[src/hdl/tbn_pkg.sv]
// ============================================================================
// tbn_pkg
// Shared types, codes and widths for the tournament barrier node engine.
// ============================================================================
package tbn_pkg;

    localparam int RANK_W             = 10;
    localparam int COUNT_W            = 11;
    localparam int LOG2_MAX_NODES_DEF = 10;

    // APB register window: two 32-bit registers at byte offsets 0 and 4
    localparam int APB_AW    = 3;
    localparam int APB_DW    = 32;
    localparam int REG_IDX_W = 1;

    localparam logic [REG_IDX_W-1:0] REG_NODE_RANK  = 1'b0;
    localparam logic [REG_IDX_W-1:0] REG_NODE_COUNT = 1'b1;

    localparam logic [RANK_W-1:0]  RANK_RESET  = '0;
    localparam logic [COUNT_W-1:0] COUNT_RESET = 11'd1;

    typedef enum logic [1:0] {
        RK_ARRIVE  = 2'd0,
        RK_WAKE    = 2'd1,
        RK_RELEASE = 2'd2,
        RK_REJECT  = 2'd3
    } t_result_kind;

    typedef enum logic {
        OP_ENTRY   = 1'b0,
        OP_MESSAGE = 1'b1
    } t_operation;

    typedef enum logic {
        MK_ARRIVAL = 1'b0,
        MK_WAKEUP  = 1'b1
    } t_msg_kind;

    // barrier protocol phase
    typedef enum logic [1:0] {
        PH_IDLE     = 2'd0,
        PH_ARRIVING = 2'd1,
        PH_AWAIT    = 2'd2
    } t_phase;

    // sequencer state
    typedef enum logic [1:0] {
        SQ_IDLE = 2'd0,
        SQ_EVAL = 2'd1,
        SQ_ADV  = 2'd2,
        SQ_WAKE = 2'd3
    } t_seq;

    typedef struct packed {
        logic [RANK_W-1:0]  rank;
        logic [COUNT_W-1:0] count;
    } t_cfg;

    typedef struct packed {
        t_operation        op;
        logic [RANK_W-1:0] src;
        t_msg_kind         kind;
    } t_item;

    typedef struct packed {
        logic              valid;
        t_result_kind      kind;
        logic [RANK_W-1:0] dest;
        logic              last;
    } t_emit;

    typedef struct packed {
        logic [RANK_W-1:0] dest;
        logic              partner_lt_count;
        logic              rank_lt_partner;
        logic              bit_lt_count;
    } t_pu_rsp;

endpackage

[src/hdl/tbn_in_if.sv]
// ============================================================================
// tbn_in_if
// Input channel: local barrier entry or received message, valid/ready.
// ============================================================================
interface tbn_in_if;
    import tbn_pkg::*;

    logic              valid;
    logic              ready;
    logic              operation;
    logic [RANK_W-1:0] msg_source;
    logic              msg_kind;

    modport source (output valid, operation, msg_source, msg_kind, input ready);
    modport sink   (input valid, operation, msg_source, msg_kind, output ready);

endinterface

[src/hdl/tbn_out_if.sv]
// ============================================================================
// tbn_out_if
// Result channel: sends, release and reject results, valid/ready.
// ============================================================================
interface tbn_out_if;
    import tbn_pkg::*;

    logic              valid;
    logic              ready;
    logic [1:0]        result_kind;
    logic [RANK_W-1:0] dest_rank;
    logic              last;

    modport source (output valid, result_kind, dest_rank, last, input ready);
    modport sink   (input valid, result_kind, dest_rank, last, output ready);

endinterface

[src/hdl/tbn_cfg_regs.sv]
// ============================================================================
// tbn_cfg_regs
// APB register file holding node_rank and node_count.
// ============================================================================
module tbn_cfg_regs (
    input  logic                         i_clk,
    input  logic                         i_rst_n,
    input  logic                         i_psel,
    input  logic                         i_penable,
    input  logic                         i_pwrite,
    input  logic [tbn_pkg::APB_AW-1:0]   i_paddr,
    input  logic [tbn_pkg::APB_DW-1:0]   i_pwdata,
    output logic [tbn_pkg::APB_DW-1:0]   o_prdata,
    output logic                         o_pready,
    output tbn_pkg::t_cfg                o_cfg
);
    import tbn_pkg::*;

    t_cfg                 r_cfg;
    logic                 w_wr;
    logic [REG_IDX_W-1:0] w_idx;

    assign w_wr     = i_psel && i_penable && i_pwrite;
    assign w_idx    = i_paddr[APB_AW-1:2];
    assign o_pready = 1'b1;
    assign o_cfg    = r_cfg;

    always_ff @(posedge i_clk) begin
        if (!i_rst_n) begin
            r_cfg.rank  <= RANK_RESET;
            r_cfg.count <= COUNT_RESET;
        end else if (w_wr) begin
            case (w_idx)
                REG_NODE_RANK: begin
                    r_cfg.rank <= i_pwdata[RANK_W-1:0];
                end
                REG_NODE_COUNT: begin
                    r_cfg.count <= i_pwdata[COUNT_W-1:0];
                end
                default: begin
                    r_cfg <= r_cfg;
                end
            endcase
        end
    end

    always_comb begin
        case (w_idx)
            REG_NODE_RANK:  o_prdata = APB_DW'(r_cfg.rank);
            REG_NODE_COUNT: o_prdata = APB_DW'(r_cfg.count);
            default:        o_prdata = '0;
        endcase
    end

endmodule

[src/hdl/tbn_partner_unit.sv]
// ============================================================================
// tbn_partner_unit
// Shared partner calculator: rank XOR 2^idx and its compares against
// node_count and node_rank.
// ============================================================================
module tbn_partner_unit #(
    parameter int LOG2_MAX_NODES = tbn_pkg::LOG2_MAX_NODES_DEF
) (
    input  tbn_pkg::t_cfg                        i_cfg,
    input  logic [$clog2(LOG2_MAX_NODES+1)-1:0]  i_idx,
    output tbn_pkg::t_pu_rsp                     o_rsp
);
    import tbn_pkg::*;

    localparam int CW = (LOG2_MAX_NODES > COUNT_W) ? LOG2_MAX_NODES : COUNT_W;

    logic [CW-1:0] w_bit;
    logic [CW-1:0] w_rank;
    logic [CW-1:0] w_count;
    logic [CW-1:0] w_partner;

    assign w_bit     = CW'(1) << i_idx;
    assign w_rank    = CW'(i_cfg.rank);
    assign w_count   = CW'(i_cfg.count);
    assign w_partner = w_rank ^ w_bit;

    assign o_rsp.dest             = w_partner[RANK_W-1:0];
    assign o_rsp.partner_lt_count = w_partner < w_count;
    assign o_rsp.rank_lt_partner  = w_rank < w_partner;
    assign o_rsp.bit_lt_count     = w_bit < w_count;

endmodule

[src/hdl/tbn_engine.sv]
// ============================================================================
// tbn_engine
// Barrier sequencer: decodes one beat, then steps levels and wakeups one
// per cycle through the shared partner unit, unless a stalled output holds it.
// ============================================================================
module tbn_engine #(
    parameter int LOG2_MAX_NODES = tbn_pkg::LOG2_MAX_NODES_DEF
) (
    input  logic            i_clk,
    input  logic            i_rst_n,
    input  tbn_pkg::t_cfg   i_cfg,
    input  logic            i_accept,
    input  tbn_pkg::t_item  i_item,
    output logic            o_ready,
    input  logic            i_out_free,
    output tbn_pkg::t_emit  o_emit
);
    import tbn_pkg::*;

    localparam int LVL_W = $clog2(LOG2_MAX_NODES + 1);
    localparam int XW    = (LOG2_MAX_NODES > RANK_W) ? LOG2_MAX_NODES : RANK_W;
    localparam logic [LVL_W-1:0] LVL_TOP = LVL_W'(LOG2_MAX_NODES);

    t_seq                      r_seq,   n_seq;
    t_phase                    r_phase, n_phase;
    logic [LVL_W-1:0]          r_level, n_level;
    logic [LVL_W-1:0]          r_j,     n_j;
    logic [LOG2_MAX_NODES-1:0] r_mask,  n_mask;
    t_item                     r_item;

    t_pu_rsp                   w_pu;
    logic [LVL_W-1:0]          w_pu_idx;
    logic [LOG2_MAX_NODES-1:0] w_lvl_bit;
    logic [LOG2_MAX_NODES-1:0] w_k_bit;
    logic [RANK_W-1:0]         w_diff;
    logic [XW-1:0]             w_diff_x;
    logic                      w_onehot;
    logic                      w_in_range;
    logic                      w_arr_ok;
    logic                      w_arr_match;
    logic                      w_wake_ok;
    logic                      w_adv_run;
    logic                      w_lvl_held;
    logic                      w_busy;

    // wakeups walk j = level..1 and address partner level j-1
    assign w_pu_idx = (r_seq == SQ_WAKE) ? (r_j - LVL_W'(1)) : r_level;

    tbn_partner_unit #(
        .LOG2_MAX_NODES (LOG2_MAX_NODES)
    ) u_partner (
        .i_cfg (i_cfg),
        .i_idx (w_pu_idx),
        .o_rsp (w_pu)
    );

    assign w_lvl_bit = LOG2_MAX_NODES'(1) << r_level;
    assign w_busy    = r_phase != PH_IDLE;

    // arrival source must sit exactly one bit k away, k inside the mask width and not yet held
    assign w_diff     = r_item.src ^ i_cfg.rank;
    assign w_diff_x   = XW'(w_diff);
    assign w_onehot   = (w_diff != '0) && ((w_diff & (w_diff - RANK_W'(1))) == '0);
    assign w_in_range = (w_diff_x >> LOG2_MAX_NODES) == '0;
    assign w_k_bit    = w_diff_x[LOG2_MAX_NODES-1:0];

    assign w_arr_ok = w_onehot && w_in_range
                   && (COUNT_W'(w_diff) < i_cfg.count)
                   && (COUNT_W'(r_item.src) < i_cfg.count)
                   && (i_cfg.rank < r_item.src)
                   && ((r_mask & w_k_bit) == '0)
                   && !(w_busy && (w_k_bit < w_lvl_bit));
    assign w_arr_match = (r_phase == PH_ARRIVING) && (w_k_bit == w_lvl_bit);

    assign w_wake_ok  = (r_phase == PH_AWAIT) && (r_level < LVL_TOP)
                     && (r_item.src == w_pu.dest);
    assign w_adv_run  = (r_level < LVL_TOP) && w_pu.bit_lt_count;
    assign w_lvl_held = (r_mask & w_lvl_bit) != '0;

    assign o_ready = r_seq == SQ_IDLE;

    always_ff @(posedge i_clk) begin
        if (!i_rst_n) begin
            r_seq   <= SQ_IDLE;
            r_phase <= PH_IDLE;
            r_level <= '0;
            r_j     <= '0;
            r_mask  <= '0;
        end else begin
            r_seq   <= n_seq;
            r_phase <= n_phase;
            r_level <= n_level;
            r_j     <= n_j;
            r_mask  <= n_mask;
        end
    end

    always_ff @(posedge i_clk) begin
        if (i_accept) begin
            r_item <= i_item;
        end
    end

    // next state
    always_comb begin
        n_seq = r_seq;
        case (r_seq)
            SQ_IDLE: begin
                if (i_accept) begin
                    n_seq = SQ_EVAL;
                end
            end
            SQ_EVAL: begin
                if (r_item.op == OP_ENTRY) begin
                    if (w_busy) begin
                        n_seq = i_out_free ? SQ_IDLE : SQ_EVAL;
                    end else begin
                        n_seq = SQ_ADV;
                    end
                end else if (r_item.kind == MK_ARRIVAL) begin
                    if (!w_arr_ok) begin
                        n_seq = i_out_free ? SQ_IDLE : SQ_EVAL;
                    end else begin
                        n_seq = w_arr_match ? SQ_ADV : SQ_IDLE;
                    end
                end else begin
                    if (w_wake_ok) begin
                        n_seq = SQ_WAKE;
                    end else begin
                        n_seq = i_out_free ? SQ_IDLE : SQ_EVAL;
                    end
                end
            end
            SQ_ADV: begin
                if (!w_adv_run) begin
                    n_seq = SQ_WAKE;
                end else if (!w_pu.partner_lt_count) begin
                    n_seq = SQ_ADV;
                end else if (w_pu.rank_lt_partner) begin
                    n_seq = w_lvl_held ? SQ_ADV : SQ_IDLE;
                end else begin
                    n_seq = i_out_free ? SQ_IDLE : SQ_ADV;
                end
            end
            SQ_WAKE: begin
                if ((r_j == '0) && i_out_free) begin
                    n_seq = SQ_IDLE;
                end
            end
            default: begin
                n_seq = SQ_IDLE;
            end
        endcase
    end

    // outputs and datapath updates
    always_comb begin
        n_phase = r_phase;
        n_level = r_level;
        n_j     = r_j;
        n_mask  = r_mask;
        o_emit  = '0;
        case (r_seq)
            SQ_EVAL: begin
                if (r_item.op == OP_ENTRY) begin
                    if (w_busy) begin
                        o_emit.valid = i_out_free;
                        o_emit.kind  = RK_REJECT;
                        o_emit.last  = 1'b1;
                    end else begin
                        n_phase = PH_ARRIVING;
                        n_level = '0;
                    end
                end else if (r_item.kind == MK_ARRIVAL) begin
                    if (!w_arr_ok) begin
                        o_emit.valid = i_out_free;
                        o_emit.kind  = RK_REJECT;
                        o_emit.last  = 1'b1;
                    end else begin
                        n_mask = r_mask | w_k_bit;
                    end
                end else begin
                    if (w_wake_ok) begin
                        n_j = r_level;
                    end else begin
                        o_emit.valid = i_out_free;
                        o_emit.kind  = RK_REJECT;
                        o_emit.last  = 1'b1;
                    end
                end
            end
            SQ_ADV: begin
                if (!w_adv_run) begin
                    // won every level: champion, start wakeups
                    n_j = r_level;
                end else if (!w_pu.partner_lt_count) begin
                    n_level = r_level + LVL_W'(1);
                end else if (w_pu.rank_lt_partner) begin
                    if (w_lvl_held) begin
                        n_mask  = r_mask & ~w_lvl_bit;
                        n_level = r_level + LVL_W'(1);
                    end
                end else begin
                    o_emit.valid = i_out_free;
                    o_emit.kind  = RK_ARRIVE;
                    o_emit.dest  = w_pu.dest;
                    o_emit.last  = 1'b1;
                    if (i_out_free) begin
                        n_phase = PH_AWAIT;
                    end
                end
            end
            SQ_WAKE: begin
                if (r_j != '0) begin
                    if (w_pu.partner_lt_count) begin
                        o_emit.valid = i_out_free;
                        o_emit.kind  = RK_WAKE;
                        o_emit.dest  = w_pu.dest;
                        if (i_out_free) begin
                            n_j = r_j - LVL_W'(1);
                        end
                    end else begin
                        n_j = r_j - LVL_W'(1);
                    end
                end else begin
                    o_emit.valid = i_out_free;
                    o_emit.kind  = RK_RELEASE;
                    o_emit.last  = 1'b1;
                    if (i_out_free) begin
                        n_phase = PH_IDLE;
                        n_level = '0;
                    end
                end
            end
            default: begin
                o_emit = '0;
            end
        endcase
    end

endmodule

[src/hdl/tournament_barrier_node_core.sv]
// ============================================================================
// tournament_barrier_node_core
// One node's tournament barrier engine with APB configuration.
// ============================================================================
//
//  channel   | dir | handshake           | payload
//  ----------+-----+---------------------+----------------------------------
//  i_in      | in  | valid / ready       | operation, msg_source, msg_kind
//  o_out     | out | valid / ready       | result_kind, dest_rank, last
//  APB       | in  | psel/penable/pready | paddr, pwdata, prdata
//
//  A beat is taken only in idle, then is decoded; an entry or a matching
//  arrival steps the levels one at a time, and the champion or a wakeup
//  message then walks the wakeup slots (skipped partners included) and
//  the release result, all through the single shared partner unit.
//  i_in is not ready until the sequencer is back in idle.
//  A stalled o_out holds the sequencer only on cycles that emit a result.
//  Reset is synchronous, active low, and clears phase, level and held mask.
//
module tournament_barrier_node_core #(
    parameter int LOG2_MAX_NODES = tbn_pkg::LOG2_MAX_NODES_DEF
) (
    input  logic                        i_clk,
    input  logic                        i_rst_n,
    tbn_in_if.sink                      i_in,
    tbn_out_if.source                   o_out,
    input  logic                        psel,
    input  logic                        penable,
    input  logic                        pwrite,
    input  logic [tbn_pkg::APB_AW-1:0]  paddr,
    input  logic [tbn_pkg::APB_DW-1:0]  pwdata,
    output logic [tbn_pkg::APB_DW-1:0]  prdata,
    output logic                        pready
);
    import tbn_pkg::*;

    t_cfg              w_cfg;
    t_item             w_item;
    t_emit             w_emit;
    logic              w_ready;
    logic              w_accept;
    logic              w_out_free;

    logic              r_out_valid;
    t_result_kind      r_out_kind;
    logic [RANK_W-1:0] r_out_dest;
    logic              r_out_last;

    tbn_cfg_regs u_cfg (
        .i_clk     (i_clk),
        .i_rst_n   (i_rst_n),
        .i_psel    (psel),
        .i_penable (penable),
        .i_pwrite  (pwrite),
        .i_paddr   (paddr),
        .i_pwdata  (pwdata),
        .o_prdata  (prdata),
        .o_pready  (pready),
        .o_cfg     (w_cfg)
    );

    assign i_in.ready  = w_ready;
    assign w_accept    = i_in.valid && w_ready;
    assign w_item.op   = t_operation'(i_in.operation);
    assign w_item.src  = i_in.msg_source;
    assign w_item.kind = t_msg_kind'(i_in.msg_kind);

    tbn_engine #(
        .LOG2_MAX_NODES (LOG2_MAX_NODES)
    ) u_engine (
        .i_clk      (i_clk),
        .i_rst_n    (i_rst_n),
        .i_cfg      (w_cfg),
        .i_accept   (w_accept),
        .i_item     (w_item),
        .o_ready    (w_ready),
        .i_out_free (w_out_free),
        .o_emit     (w_emit)
    );

    // output register; refilled in the cycle it drains
    assign w_out_free = !r_out_valid || o_out.ready;

    always_ff @(posedge i_clk) begin
        if (!i_rst_n) begin
            r_out_valid <= 1'b0;
        end else if (w_emit.valid) begin
            r_out_valid <= 1'b1;
        end else if (o_out.ready) begin
            r_out_valid <= 1'b0;
        end
    end

    always_ff @(posedge i_clk) begin
        if (w_emit.valid) begin
            r_out_kind <= w_emit.kind;
            r_out_dest <= w_emit.dest;
            r_out_last <= w_emit.last;
        end
    end

    assign o_out.valid       = r_out_valid;
    assign o_out.result_kind = r_out_kind;
    assign o_out.dest_rank   = r_out_dest;
    assign o_out.last        = r_out_last;

endmodule

[src/flat_wrapper.sv]
// flat-port wrapper written by rule: the top's interface ports become plain ports
module tournament_barrier_node_core_flat import tbn_pkg::*;
#(
    parameter int LOG2_MAX_NODES = tbn_pkg::LOG2_MAX_NODES_DEF
)
  (i_clk, i_rst_n, psel, penable, pwrite, paddr, pwdata, prdata, pready, i_in_valid, i_in_operation, i_in_msg_source, i_in_msg_kind, i_in_ready, o_out_valid, o_out_result_kind, o_out_dest_rank, o_out_last, o_out_ready);
  tbn_in_if i_in_i ();
  tbn_out_if o_out_i ();
  input  logic i_clk;
  input  logic i_rst_n;
  input  logic psel;
  input  logic penable;
  input  logic pwrite;
  input  logic [tbn_pkg::APB_AW-1:0] paddr;
  input  logic [tbn_pkg::APB_DW-1:0] pwdata;
  output logic [tbn_pkg::APB_DW-1:0] prdata;
  output logic pready;
  input wire logic [$bits(i_in_i.valid)-1:0] i_in_valid;
  input wire logic [$bits(i_in_i.operation)-1:0] i_in_operation;
  input wire logic [$bits(i_in_i.msg_source)-1:0] i_in_msg_source;
  input wire logic [$bits(i_in_i.msg_kind)-1:0] i_in_msg_kind;
  output wire logic [$bits(i_in_i.ready)-1:0] i_in_ready;
  output wire logic [$bits(o_out_i.valid)-1:0] o_out_valid;
  output wire logic [$bits(o_out_i.result_kind)-1:0] o_out_result_kind;
  output wire logic [$bits(o_out_i.dest_rank)-1:0] o_out_dest_rank;
  output wire logic [$bits(o_out_i.last)-1:0] o_out_last;
  input wire logic [$bits(o_out_i.ready)-1:0] o_out_ready;
  assign i_in_i.valid = i_in_valid;
  assign i_in_i.operation = i_in_operation;
  assign i_in_i.msg_source = i_in_msg_source;
  assign i_in_i.msg_kind = i_in_msg_kind;
  assign i_in_ready = i_in_i.ready;
  assign o_out_valid = o_out_i.valid;
  assign o_out_result_kind = o_out_i.result_kind;
  assign o_out_dest_rank = o_out_i.dest_rank;
  assign o_out_last = o_out_i.last;
  assign o_out_i.ready = o_out_ready;
  tournament_barrier_node_core #(.LOG2_MAX_NODES(LOG2_MAX_NODES)) u_core (.i_clk(i_clk), .i_rst_n(i_rst_n), .i_in(i_in_i), .o_out(o_out_i), .psel(psel), .penable(penable), .pwrite(pwrite), .paddr(paddr), .pwdata(pwdata), .prdata(prdata), .pready(pready));
endmodule
[config.mk]
export PLATFORM = sky130hd
export DESIGN_NAME = tournament_barrier_node_core_flat
export DESIGN_NICKNAME = d
export VERILOG_FILES = /design/src/hdl/tbn_pkg.sv /design/src/hdl/tbn_in_if.sv /design/src/hdl/tbn_out_if.sv /design/src/hdl/tbn_cfg_regs.sv /design/src/hdl/tbn_partner_unit.sv /design/src/hdl/tbn_engine.sv /design/src/hdl/tournament_barrier_node_core.sv /design/src/flat_wrapper.sv
export SDC_FILE = /design/constraint.sdc
export NUM_CORES = 1
export LEC_CHECK = 0
export BUFFER_PORTS_ARGS = -buffer_cell sky130_fd_sc_hd__buf_2
export CORE_AREA = 4 4 105 107
export DETAILED_ROUTE_END_ITERATION = 16
export DIE_AREA = 0 0 109 111
export HOLD_SLACK_MARGIN = 0.15
export PLACE_DENSITY = 0.79
export SLEW_MARGIN = 40
export SYNTH_ARGS = -nofsm -noshare
export SYNTH_HDL_FRONTEND = slang
export SYNTH_HIERARCHICAL = 1
export SYNTH_SLANG_ARGS = --single-unit
[constraint.sdc]
create_clock -name i_clk -period 10.4 [get_ports i_clk]
set_input_delay 0.52 -clock i_clk [delete_from_list [all_inputs] [get_ports i_clk]]
set_output_delay 0.52 -clock i_clk [all_outputs]
set_load 0.01 [all_outputs]
==> results.md, run 1 <==
Run status:
- The flow ran to the end, and the final reports show no timing, DRC or antenna violations.

Synthesis:
- The synthesized area per cell is 8.83 um^2.
- Counting flops with a built-in enable in the synthesized netlist gives 25.
- The share of the synthesized area in the top cell type is 0.162.
- After synthesis, the largest family of logic cells by area is simple AND/OR/NAND/NOR gates.
- The cell count after synthesis came out at 618.
- Of all flip-flops after synthesis, the portion carrying an async set or reset was 0.
- Of the total synthesized cell area, the portion taken by XOR and XNOR cells is 0.0369.
- The adder and majority gate portion of the synthesized area is 0.158.
- In the synthesized netlist the dominant register cell turns out to be dfxtp_1.
- After synthesis, the netlist uses 73 different library cells.
- The number of warnings printed during yosys synthesis is 6.
- The largest area contributor in the netlist is dfxtp_1.
- By area the synthesized netlist is led by dfxtp_1 (16%), ha_1 (16%), edfxtp_1 (14%), mux2i_1 (4.6%), nand2_1 (4.4%).
- The part of the Yosys area used for sequential elements is 0.299.
- In this run, synthesis produced a sequential element count of 69.
- Of the total synthesized cell area, the portion taken by AND, OR, NAND and NOR gates is 0.200.
- The area fraction in compound gates after synthesis is 0.149.
- Measured against the total synthesized area, the mux share comes to 0.0693.
- The netlist area before placement is between 5000 and 6000 um^2.

Final layout:
- The number of antenna diodes in the final layout is 0.
- After filler insertion, the fill cell instance count of the layout stands at 891.
- With fillers left out, the area of the finished cells amounts to about 6000 um^2.
- Measured on the finished design, the core utilization comes to 0.587.
- The area added between synthesis and finish is 9.20%.
- The footprint of the multi-input gates is roughly 3400 um^2.
- After the last flow step, the layout net total stands at between 700 and 800.
- The share of post-route cells with drive strength above 1 is 0.155.
- The most common cell after layout, fill and taps aside is ha_1.
- The area of all sequential standard cells is roughly 1600 um^2.
- The top cell types in the final layout, fill and taps aside, are ha_1 (69), nand2_1 (64), buf_2 (56), inv_1 (53), nor2_1 (53).

Pwr:
- Summing internal, switching and leakage power gives around 0.75 mW.
- The power density of the placed cells is approximately 130 nW/um^2.
- The worst-case IR drop observed on VDD is approximately 0.075 mV.
- The leakage dissipation is around 2.6 nW.

Setup path:
- The worst setup path is captured at a flop.
- The launching element of the worst setup path is u_core/u_engine/r_seq[0].
- The worst setup path is launched from a flop.
- The data required time at the worst endpoint is around 10 ns.
- Data arrives at the worst endpoint at 5.25 ns.
- The largest driver fanout on the critical path is 16.
- The critical path is of the flop to flop type.
- The worst reg2reg path startpoint is u_core/u_engine/r_seq[0].

Detailed routing:
- The iteration-0 DRC count of the detailed router is about 350.
- The final layout contains routed wiring with a total length of approximately 14,000 um.
- The remaining number of nets flagged by the antenna check after routing is 0.
- Detailed routing inserted a total of about 4,700 vias.
- Before antenna repair, the detailed router went through 7 iterations.
- The average routed wire per standard cell is approximately 17 um.
- After detailed routing, the number of remaining DRC violations is 0.
- After detailed routing, the number of vias per cell comes to about 5.8.

STA:
- For the pin with the worst max-slew slack, the measured transition is 0.752 ns.
- The final number of hold-violating endpoints is 0.
- The final critical path time including I/O delays and setup is 5.25 ns.
- Setup total negative slack on the finished layout was measured at 0 ns.
- The highest clock rate is about 190 MHz.
- The ratio of final minimum period to clock period is 0.505.
- On the final layout, the worst hold slack is roughly 0.32 ns.
- Setup repair after global routing left no endpoint under its margin.
- The number of slew-limit violations in the final report is 0.
- In this run the tightest slew margin relative to its limit is 0.499.
- The largest clock skew in the final design is roughly 0.012 ns.
- Setup violations remaining at the end of the flow were counted as 0.

Floorplan:
- The die is roughly 110 um tall.
- The core region is 10,100 um^2.
- After floorplanning, the core was divided into 37 placement rows.
- The overall die area is 12,100 um^2.
- For this configuration, the core starts out at a cell density of 0.538.
- The floorplan step set the die width to roughly 110 um.
- For this design the top-level I/O count stands at approximately 100.

Clocking:
- The count of hold-fix buffers inserted at cts is 0.
- The clock edge transition at the registers on the reported setup and hold paths is roughly 0.080 ns.
- The number of H-tree levels is 3.
- Once the clock tree was built, the setup fixing pass inserted 0 buffers.
- The post-cts repair resize count is 0.
- TritonCTS created 9 clock buffers.
- The later-pin clock latency in the skew report is 0.37 ns.
- No sink is reached through more buffers than the 2 on the longest clock path.
- The number of clock sinks is 69.
- TritonCTS built the clock tree.
- In this run the clock root is driven by a clkbuf_8.

GRT:
- The overall fraction of global-route tracks in use is 0.229.
- The via count of the first global-routing pass is ~4,500.
- The initial antenna violation count is 0.
- Entering global routing, the biggest net connects between 40 and 50 pins.
- The wire length of the first global-routing pass is ~22,000 um.
- The global-route congestion overflow total is 0.

Min path:
- The worst hold path begins at i_in_msg_source[6].
- The path class of the lowest-slack min-delay path is input port to flop.

Place:
- The routability-driven placement congestion ratio is between 0.9 and 1.
- Port buffering added 56 buffers.
- The half-perimeter wire length after placement is approximately 11,000 um.
- In this run the cell area measured after placement is about 5700 um^2.

Flow run:
- The max-capacitance violation count is 0.
[cell families (layout without fill, tap and decap cells)]
logic type,after synthesis,count (layout)
XOR/XNOR,23,23
flip-flops,69,69
other,2,22
AND/OR/NAND/NOR,204,204
adder cells (fa/ha/maj),69,69
buffers and inverters,91,126
AO/OA/AOI/OAI,124,124
multiplexers,36,36
[worst max-delay path, stage by stage (launching register included)]
cell and delay, ns:
dfxtp_1 0.61, nand2_1 0.34, o21ai_1 0.66, nor4b_4 0.41, xor2_1 0.41, ha_1 0.34, a21oi_1 0.16, nor2_1 0.06
a211oi_1 0.25, o2111ai_1 0.16, nand2_1 0.23, nand4_1 0.27, nor2_1 0.24, nor3_1 0.08, o21ai_0 0.08, and4b_1 0.59
[synth_stat cells, types with 3 or more instances]
library cell and number:
ha_1 69, nand2_1 64, inv_1 53, nor2_1 53, dfxtp_1 44, a21oi_1 36, o21ai_0 28, edfxtp_1 25
mux2i_1 25, buf_4 23, and2_1 13, nand4_1 13, xor2_1 12, xnor2_1 11, mux2_2 10, nand2b_1 9
clkbuf_1 7, nand3_1 7, nor2b_1 7, nor3_1 7, a31oi_1 6, o31ai_1 6, a211oi_1 5, a21oi_2 5
buf_2 5, o211ai_1 5, a22o_1 4, a21o_1 3, a311oi_1 3, nand4b_1 3, nor3b_1 3, nor4_1 3
[routing by layer]
metal	routed length (um)	vias up	track usage
met5	0	-	0
met4	377	0	0.0884
met3	1070	36	0.0402
met2	6390	204	0.361
met1	5900	2209	0.310
li1	-	2259	-
[area by class of cell]
class	instances	area share
clock buffers	13	0.0286
clock inverters	3	0.0109
inverters	53	0.0334
multi-input cells	478	0.576
flip-flops and latches	69	0.274
well taps	136	0.0286
repair buffers	57	0.0483
[path summary, 6_finish.rpt]
check	to	slack (ns)	cells past startpoint
min reg2reg	u_core/u_cfg/o_cfg[4]	0.52	2
min	u_core/u_engine/r_item[7]	0.32	1
max reg2reg	u_core/o_out.result_kind[1]	5.15	15
max	u_core/o_out.result_kind[1]	5.15	15
[report_power, final]
part	switching [mW]	internal, mW
Combinational	0.108	0.0679
Sequential	0.0164	0.296
Clock	0.106	0.156
[state kept, by name, summed over array words and instances (netlist names)]
name,flops
u_core/o_out.valid,1
u_core/u_cfg/o_cfg,21
u_core/u_engine/r_mask,10
u_core/u_engine/r_seq,2
u_core/u_engine/r_level,4
u_core/u_engine/r_phase,2
u_core/u_engine/r_item,12
u_core/o_out.last,1
u_core/o_out.dest_rank,10
u_core/o_out.result_kind,2
u_core/u_engine/r_j,4
[metrics by stage]
step,setup WS (ns),cells
global route,4.71,809
floorplan,6.13,638
finish,5.15,809
CTS,5.21,809
global placement,5.20,793
detailed placement,5.23,793
No activity file was read; power rests on OpenSTA's default activity.
==> run 2: changes to the inputs <==
==> constraint.sdc (replaced) <==
create_clock -name i_clk -period 5 [get_ports i_clk]
set_input_delay 0.25 -clock i_clk [delete_from_list [all_inputs] [get_ports i_clk]]
set_output_delay 0.25 -clock i_clk [all_outputs]
set_load 0.01 [all_outputs]
==> results.md, run 2 (synthesis gave the netlist of run 1 again) <==
Pwr:
- The peak supply drop is 0.131 mV (was 0.0748 mV).
- The power density of the placed cells is 244 nW/um^2 (was 126 nW/um^2).
- The final total power is 1.51 mW (was 0.751 mW).
- The leakage dissipation is 2.68 nW (was 2.58 nW).

Detailed routing:
- The remaining number of nets flagged by the antenna check after routing came to 0 (unchanged).
- The average routed wire per standard cell was 17.1 um (was 17.0 um).
- The final routed wirelength across all metal layers came to 14,300 um (was 13,700 um).
- The iteration-0 DRC count of the detailed router was 374 (was 346).
- The total vias in the final route is 4,880 (was 4,708).
- The via count normalized by instance count is 5.84 (was 5.82).
- The number of iterations in the first detailed-routing pass is 5 (was 7).
- The remaining routing DRC violations was 0 (unchanged).

Floorplan:
- The die boundary height is 111 um (unchanged).
- The number of I/O pins was 102 (unchanged).
- The overall die area came to 12,100 um^2 (unchanged).
- The area of the core region is 10,100 um^2 (unchanged).
- The number of standard-cell rows in the floorplan is 37 (unchanged).
- The initial cell density of the core is 0.538 (unchanged).
- The width of the chip is 109 um (unchanged).

Setup path:
- The class of the most critical setup path is flop to flop (unchanged).
- The startpoint kind of the worst setup timing path is a flop (unchanged).
- The endpoint type of the worst setup path is a flop (unchanged).
- The largest driver fanout on the critical path is 14 (was 16).
- The data required time at the worst endpoint is 5.04 ns (was 10.40 ns).
- The cell depth of the worst flop-to-flop path is 19 (was 15).
- The end of the worst register-to-register path is u_core/o_out.dest_rank[3] (was u_core/o_out.result_kind[1]).
- The worst reg2reg path startpoint is u_core/u_engine/r_j[0] (was u_core/u_engine/r_seq[0]).
- The arrival time reported for the critical path endpoint is 4.55 ns (was 5.25 ns).
- The register-to-register setup slack is 0.49 ns (was 5.15 ns).

Clocking:
- The clock edge transition at the registers on the reported setup and hold paths is 0.08 ns (about the same).
- The later-pin clock latency in the skew report is 0.37 ns (about the same).
- The TritonCTS clock tree is built (unchanged).
- The TritonCTS buffer count came to 9 (unchanged).
- The number of H-tree levels was 3 (unchanged).
- The CTS root buffer is clkbuf_8 (unchanged).
- The number of clock sinks was 69 (unchanged).
- The deepest clock path buffer count was 2 (unchanged).

Final layout:
- The share of post-route cells with drive strength above 1 is 0.159 (was 0.155).
- The most common cell after layout, fill and taps aside is ha_1 (unchanged).
- The final standard cell utilization of the core came to 0.610 (was 0.587).
- Commonest cells after routing, fill and taps aside: ha_1 (69), nand2_1 (64), buf_2 (56), inv_1 (53), nor2_1 (53) (unchanged).
- The flip-flop count of the largest register after layout is 21 (unchanged).
- The total number of nets in the final design is 817 (was 791).
- The area added between synthesis and finish was 13.3% (was 9.20%).
- The count of inserted antenna diode cells is 0 (unchanged).

Place:
- The number of buffer cells added on primary ports is 56 (unchanged).
- The worst slack at placement is 0.389 ns (was 5.23 ns).
- The routability-driven placement congestion ratio was 0.986 (was 0.979).
- The half-perimeter wire length after placement came to 10,800 um (was 10,600 um).

STA:
- The final sum of negative setup slack came to 0 ns (unchanged).
- The ratio of final minimum period to clock period is 0.902 (was 0.505).
- The final setup violation count is 0 (unchanged).
- The highest clock rate was 222 MHz (was 190 MHz).
- The worst slew slack as a fraction of its limit was 0.479 (was 0.499).
- The final critical path time including I/O delays and setup is 4.51 ns (was 5.25 ns).
- RSZ-0062 raised after global routing: false (unchanged).
- The worst hold slack after final layout was 0.175 ns (was 0.320 ns).
- The number of slew-limit violations in the final report is 0 (unchanged).
- The transition at the pin with the smallest max-transition slack is 0.781 ns (was 0.752 ns).
- The final number of hold-violating endpoints is 0 (unchanged).
- The post-route worst setup slack was 0.489 ns (was 5.15 ns).
- The largest clock skew in the final design is 0.00634 ns (was 0.0118 ns).

GRT:
- The wire length of the first global-routing pass was 23,000 um (was 21,900 um).
- The pin count of the biggest net entering global routing is 44 (unchanged).
- The via count of the first global-routing pass came to 4,733 (was 4,473).
- The initial antenna violation count is 0 (unchanged).
- The overall fraction of global-route tracks in use is 0.242 (was 0.229).
- The global-route congestion overflow total is 0 (unchanged).

Run status:
- Outcome: complete, no violations (unchanged).

Flow run:
- The max-capacitance violation count is 0 (unchanged).

Min path:
- The cell depth of the worst hold path was 3 (was 1).
- The origin of the worst min-delay path is pwdata[4] (was i_in_msg_source[6]).
- The path class of the lowest-slack min-delay path is input port to flop (unchanged).
- The hold-critical path endpoint is u_core/u_cfg/o_cfg[4] (was u_core/u_engine/r_item[7]).
run 2: changes by cell type in the layout (fill, tap and decap cells not counted), sizes merged:
cell and change:
buf +5, clkinv +2, clkbuf -1, bufinv -2, clkinvlp +1, dlygate4sd3 +21
run 2: how the worst max path moves through the flow:
stage	endpoint	start	slack [ns]
after detailed placement	u_core/o_out.dest_rank[3]	u_core/u_engine/r_j[0]	0.39
final	u_core/o_out.dest_rank[3]	u_core/u_engine/r_j[0]	0.49
after global placement	u_core/o_out.dest_rank[1]	u_core/u_engine/r_j[0]	0.62
after floorplan	u_core/o_out.dest_rank[0]	u_core/u_engine/r_seq[0]	0.73
after global routing	u_core/o_out.dest_rank[2]	u_core/u_engine/r_j[0]	0.14
after CTS	u_core/o_out.dest_rank[0]	u_core/u_engine/r_j[0]	0.37
run 2: worst max-delay path: stages, from the launching register on:
cell	delay, ns
dfxtp_1	0.36
inv_1	0.07
ha_1	0.23
xor2_1	0.15
nor2_1	0.10
a21oi_1	0.06
buf_4	0.19
nor3_1	0.36
ha_1	0.38
ha_1	0.30
a21boi_0	0.13
o21a_1	0.19
o2111ai_1	0.18
o2111ai_1	0.13
nand2_1	0.24
nand4_1	0.28
nor2_1	0.22
nor3_1	0.08
o21ai_0	0.08
and4b_2	0.45
run 2: repair_timing:
action / 4_1_cts / 5_1_grt
setup buffers: 0 / 0
gates resized for setup: 0 / 1
endpoints found under the setup margin: 0 / 14
hold buffers: 20 / 1
endpoints found under the hold margin: 24 / 1
run 2: metal layers:
layer  global-route usage  vias up  wire length [um]
met4                0.121        0               552
met2                0.383      238              6700
met5                    0        -                 0
met3               0.0454       43              1120
met1                0.311     2283              5920
li1                     -     2316                 -
run 2: area by class of cell:
cell class / instances / area (um^2)
multi-input combinational: 478 / 3430
tap: 136 / 170
fill: 851 / 3960
clock buffer: 12 / 188
timing repair buffer: 83 / 536
inverter: 53 / 199
clock inverter: 4 / 26.3
sequential: 69 / 1630
run 2: metrics by stage:
stage / instance area [um^2] / instances
6_report: 6180 / 835
5_1_grt: 6180 / 835
4_1_cts: 6170 / 834
3_5_place_dp: 5750 / 798
3_3_place_gp: 5750 / 798
2_1_floorplan: 5530 / 638
run 2: report_power, final:
part	internal, mW	switching [mW]
Sequential	0.616	0.0285
Combinational	0.154	0.231
Clock	0.253	0.227
Total	1.02	0.487
==> run 3: changes to the inputs <==
--- a/config.mk
+++ b/config.mk
@@ -5,10 +5,11 @@
 export SDC_FILE = /design/constraint.sdc
 export NUM_CORES = 1
 export LEC_CHECK = 0
+export ABC_AREA = 1
 export BUFFER_PORTS_ARGS = -buffer_cell sky130_fd_sc_hd__buf_2
-export CORE_AREA = 4 4 105 107
+export CORE_AREA = 4 4 110 112
 export DETAILED_ROUTE_END_ITERATION = 16
-export DIE_AREA = 0 0 109 111
+export DIE_AREA = 0 0 114 116
 export HOLD_SLACK_MARGIN = 0.15
 export PLACE_DENSITY = 0.79
 export SLEW_MARGIN = 40
==> results.md, run 3 <==
STA:
- The number of slew-limit violations in the final report was 0 (unchanged).
- The final setup violation count came to 0 (unchanged).
- The largest clock skew in the final design came to 0.00819 ns (was 0.00634 ns).
- The worst slew slack as a fraction of its limit is 0.490 (was 0.479).
- RSZ-0062 raised after global routing: false (unchanged).
- The final critical path time including I/O delays and setup is 4.44 ns (was 4.51 ns).
- The final sum of negative setup slack is 0 ns (unchanged).
- The transition at the pin with the smallest max-transition slack is 0.761 ns (was 0.781 ns).
- The worst hold slack after final layout is 0.220 ns (was 0.175 ns).
- The final number of hold-violating endpoints is 0 (unchanged).
- The highest clock rate is 225 MHz (was 222 MHz).
- The ratio of final minimum period to clock period came to 0.888 (was 0.902).

Place:
- The routability-driven placement congestion ratio is 0.947 (was 0.986).
- The half-perimeter wire length after placement is 12,600 um (was 10,800 um).
- The placed cell count came to 1,129 (was 798).
- The number of buffer cells added on primary ports is 56 (unchanged).

Pwr:
- The switching share of total power is 0.430 (was 0.322).
- The peak supply drop is 0.280 mV (was 0.131 mV).
- The leakage dissipation was 3.46 nW (was 2.68 nW).
- The final total power is 2.56 mW (was 1.51 mW).
- The sequential fraction of design power came to 0.296 (was 0.427).
- The power dissipated by switching net loads is 1.10 mW (was 0.487 mW).
- The combinational power share is 0.458 (was 0.256).
- The power density of the placed cells is 376 nW/um^2 (was 244 nW/um^2).
- The portion of total power attributed to the clock network is 0.246 (was 0.318).
- The internal power summed over all cells is 1.46 mW (was 1.02 mW).

Setup path:
- The register-to-register setup slack is 0.56 ns (was 0.49 ns).
- The arrival time reported for the critical path endpoint is 4.65 ns (was 4.55 ns).
- The data required time at the worst endpoint is 5.21 ns (was 5.04 ns).
- The largest driver fanout on the critical path is 12 (was 14).
- The worst reg2reg path startpoint is u_core/u_engine/r_seq[1] (was u_core/u_engine/r_j[0]).
- The cell depth of the worst flop-to-flop path is 19 (unchanged).
- The endpoint type of the worst setup path is a flop (unchanged).
- The startpoint kind of the worst setup timing path is a flop (unchanged).
- The end of the worst register-to-register path was u_core/u_engine/r_mask[1] (was u_core/o_out.dest_rank[3]).
- The class of the most critical setup path is flop to flop (unchanged).

GRT:
- The global-route congestion overflow total was 0 (unchanged).
- The initial antenna violation count is 0 (unchanged).
- The via count of the first global-routing pass came to 5,490 (was 4,733).
- The wire length of the first global-routing pass is 26,800 um (was 23,000 um).
- The pin count of the biggest net entering global routing was 31 (was 44).
- The overall fraction of global-route tracks in use is 0.256 (was 0.242).

Synthesis:
- The part of the Yosys area used for sequential elements is 0.270 (was 0.299).
- Commonest cells in the netlist: nand2_1 (238), inv_1 (150), nor2_1 (135) (was ha_1 (69), nand2_1 (64), inv_1 (53), nor2_1 (53), dfxtp_1 (44)).
- The share of the synthesized area in the top cell type is 0.148 (was 0.162).
- The number of enable flip-flop cells after synthesis is 25 (unchanged).
- The main flop type after synthesis is dfxtp_1 (unchanged).
- The number of warnings printed during yosys synthesis came to 6 (unchanged).
- The gate count after technology mapping is 943 (was 618).
- The largest area contributor in the netlist is nand2_1 (was dfxtp_1).
- The number of unique standard cell types used by synthesis is 41 (was 73).
- The async set-or-reset flop fraction in the synthesized netlist is 0 (unchanged).
- The most frequently used cell type in the post-synthesis netlist is nand2_1 (was ha_1).
- Area contributors post-synth: nand2_1 (15%), dfxtp_1 (15%), ha_1 (14%), edfxtp_1 (12%), inv_1 (9.3%) (was dfxtp_1 (16%), ha_1 (16%), edfxtp_1 (14%), mux2i_1 (4.6%), nand2_1 (4.4%)).
- The synthesized area per cell is 6.42 um^2 (was 8.83 um^2).
- The netlist area before placement is 6050 um^2 (was 5450 um^2).
- The total of flip-flops plus latches after synthesis is 69 (unchanged).

Detailed routing:
- The average routed wire per standard cell is 14.3 um (was 17.1 um).
- The via count normalized by instance count was 5.29 (was 5.84).
- The remaining routing DRC violations was 0 (unchanged).
- The final routed wirelength across all metal layers was 16,500 um (was 14,300 um).
- The remaining number of nets flagged by the antenna check after routing is 0 (unchanged).
- The number of iterations in the first detailed-routing pass is 6 (was 5).
- The total vias in the final route is 6,128 (was 4,880).
- The iteration-0 DRC count of the detailed router is 493 (was 374).

Min path:
- The path class of the lowest-slack min-delay path is input port to flop (unchanged).
- The cell depth of the worst hold path is 5 (was 3).
- The hold-critical path endpoint is u_core/u_cfg/o_cfg[10] (was u_core/u_cfg/o_cfg[4]).
- The origin of the worst min-delay path was pwdata[10] (was pwdata[4]).

Clocking:
- The later-pin clock latency in the skew report is 0.34 ns (was 0.37 ns).
- The TritonCTS buffer count is 9 (unchanged).
- The TritonCTS clock tree is built (unchanged).
- The number of buffers added for setup after CTS is 0 (unchanged).
- The CTS root buffer was clkbuf_16 (was clkbuf_8).
- The number of H-tree levels is 3 (unchanged).
- The clock edge transition at the registers on the reported setup and hold paths is 0.05 ns (was 0.08 ns).
- The deepest clock path buffer count is 2 (unchanged).
- The count of hold-fix buffers inserted at cts is 13 (was 20).
- The number of clock sinks was 69 (unchanged).
- The post-cts repair resize count is 0 (unchanged).

Floorplan:
- The area of the core region came to 11,200 um^2 (was 10,100 um^2).
- The overall die area is 13,200 um^2 (was 12,100 um^2).
- The die boundary height is 116 um (was 111 um).
- The number of I/O pins came to 102 (unchanged).
- The initial cell density of the core is 0.539 (was 0.538).
- The width of the chip was 114 um (was 109 um).
- The number of standard-cell rows in the floorplan was 39 (was 37).

Flow run:
- The max-capacitance violation count was 0 (unchanged).

Final layout:
- The share of post-route cells with drive strength above 1 was 0.0946 (was 0.159).
- The flip-flop count of the largest register after layout was 21 (unchanged).
- The count of inserted antenna diode cells is 0 (unchanged).
- The area added between synthesis and finish is 12.3% (was 13.3%).
- The most common cell after layout, fill and taps aside was nand2_1 (was ha_1).
- The total number of nets in the final design is 1,133 (was 817).
- The post-layout instance count excluding filler cells is 1,158 (was 835).
- Commonest cells after routing, fill and taps aside: nand2_1 (238), inv_1 (150), nor2_1 (133), nand3_1 (78), ha_1 (69) (was ha_1 (69), nand2_1 (64), buf_2 (56), inv_1 (53), nor2_1 (53)).

Run status:
- Outcome: complete, no violations (unchanged).
-- run 3: worst max-delay path, stage by stage (launching register included) --
cell	delay [ns]
dfxtp_1	0.41
nand2_1	0.26
o21ai_0	0.52
inv_1	0.19
nor2_4	0.15
nand2_2	0.10
xnor2_1	0.36
ha_1	0.32
a21oi_1	0.11
o21ai_0	0.09
nand2_1	0.07
o211ai_1	0.10
nor2_1	0.51
inv_1	0.13
o21ai_0	0.25
nand2_1	0.08
nor2_1	0.13
nand2_1	0.28
nand2_1	0.14
a21oi_1	0.07
-- run 3: kinds of logic (layout without fill, tap and decap cells) --
| kind of cell | count (synthesis) | count (layout) | share of synthesized area |
|---|---|---|---|
| and+or+nand+nor | 489 | 489 | 0.336 |
| buffers and inverters | 195 | 247 | 0.139 |
| AOI/OAI and AO/OA | 108 | 108 | 0.0959 |
| adders and majority gates | 69 | 69 | 0.143 |
| DFF | 69 | 69 | 0.270 |
| xor gates and xnor gates | 11 | 11 | 0.0159 |
| other | 2 | 22 | 0.00124 |
-- run 3: power groups by stage --
stage / Clock, mW / Sequential (mW) / Combinational, mW
after global routing: 0.666 / 0.766 / 1.34
final: 0.628 / 0.757 / 1.17
after global placement: 0 / 0.765 / 1.11
after CTS: 0.639 / 0.756 / 1.15
after detailed placement: 0 / 0.767 / 1.13
after floorplan: 0 / 0.749 / 0.857
-- run 3: layout make-up --
class                   instances  area [um^2]
clock buffers                  11          233
repair buffers                 75          455
inverters                     156          586
flip-flops and latches         69         1630
multi-input cells             699         3660
well taps                     143          179
clock inverters                 5         51.3
fillers                      1098         4430
-- run 3: metrics by stage --
stage / area (um^2) / utilization / setup slack [ns]
global placement: 6380 / 0.568 / 0.750
CTS: 6800 / 0.605 / 0.668
floorplan: 6130 / - / 1.24
detailed placement: 6380 / 0.569 / 0.674
global route: 6800 / 0.606 / 0.0881
finish: 6800 / 0.606 / 0.558
-- run 3: how the worst max path moves through the flow --
| stage | slack [ns] | endpoint | startpoint | depth (start not counted) |
|---|---|---|---|---|
| floorplan | 1.24 | u_core/o_out.dest_rank[0] | u_core/u_engine/r_seq[1] | 17 |
| global placement | 0.75 | u_core/u_engine/r_mask[6] | u_core/u_engine/r_seq[1] | 19 |
| detailed placement | 0.67 | u_core/o_out.dest_rank[3] | u_core/u_engine/r_seq[1] | 18 |
| CTS | 0.67 | u_core/o_out.dest_rank[4] | u_core/u_engine/r_seq[1] | 18 |
| global route | 0.09 | u_core/u_engine/r_mask[4] | u_core/u_engine/r_seq[0] | 19 |
| finish | 0.56 | u_core/u_engine/r_mask[1] | u_core/u_engine/r_seq[1] | 19 |
-- run 3: routing by layer --
layer | part of all wire | GRT usage
met5 | 0 | 0
met4 | 0.025 | 0.0911
met3 | 0.077 | 0.0454
met2 | 0.46 | 0.421
met1 | 0.44 | 0.339
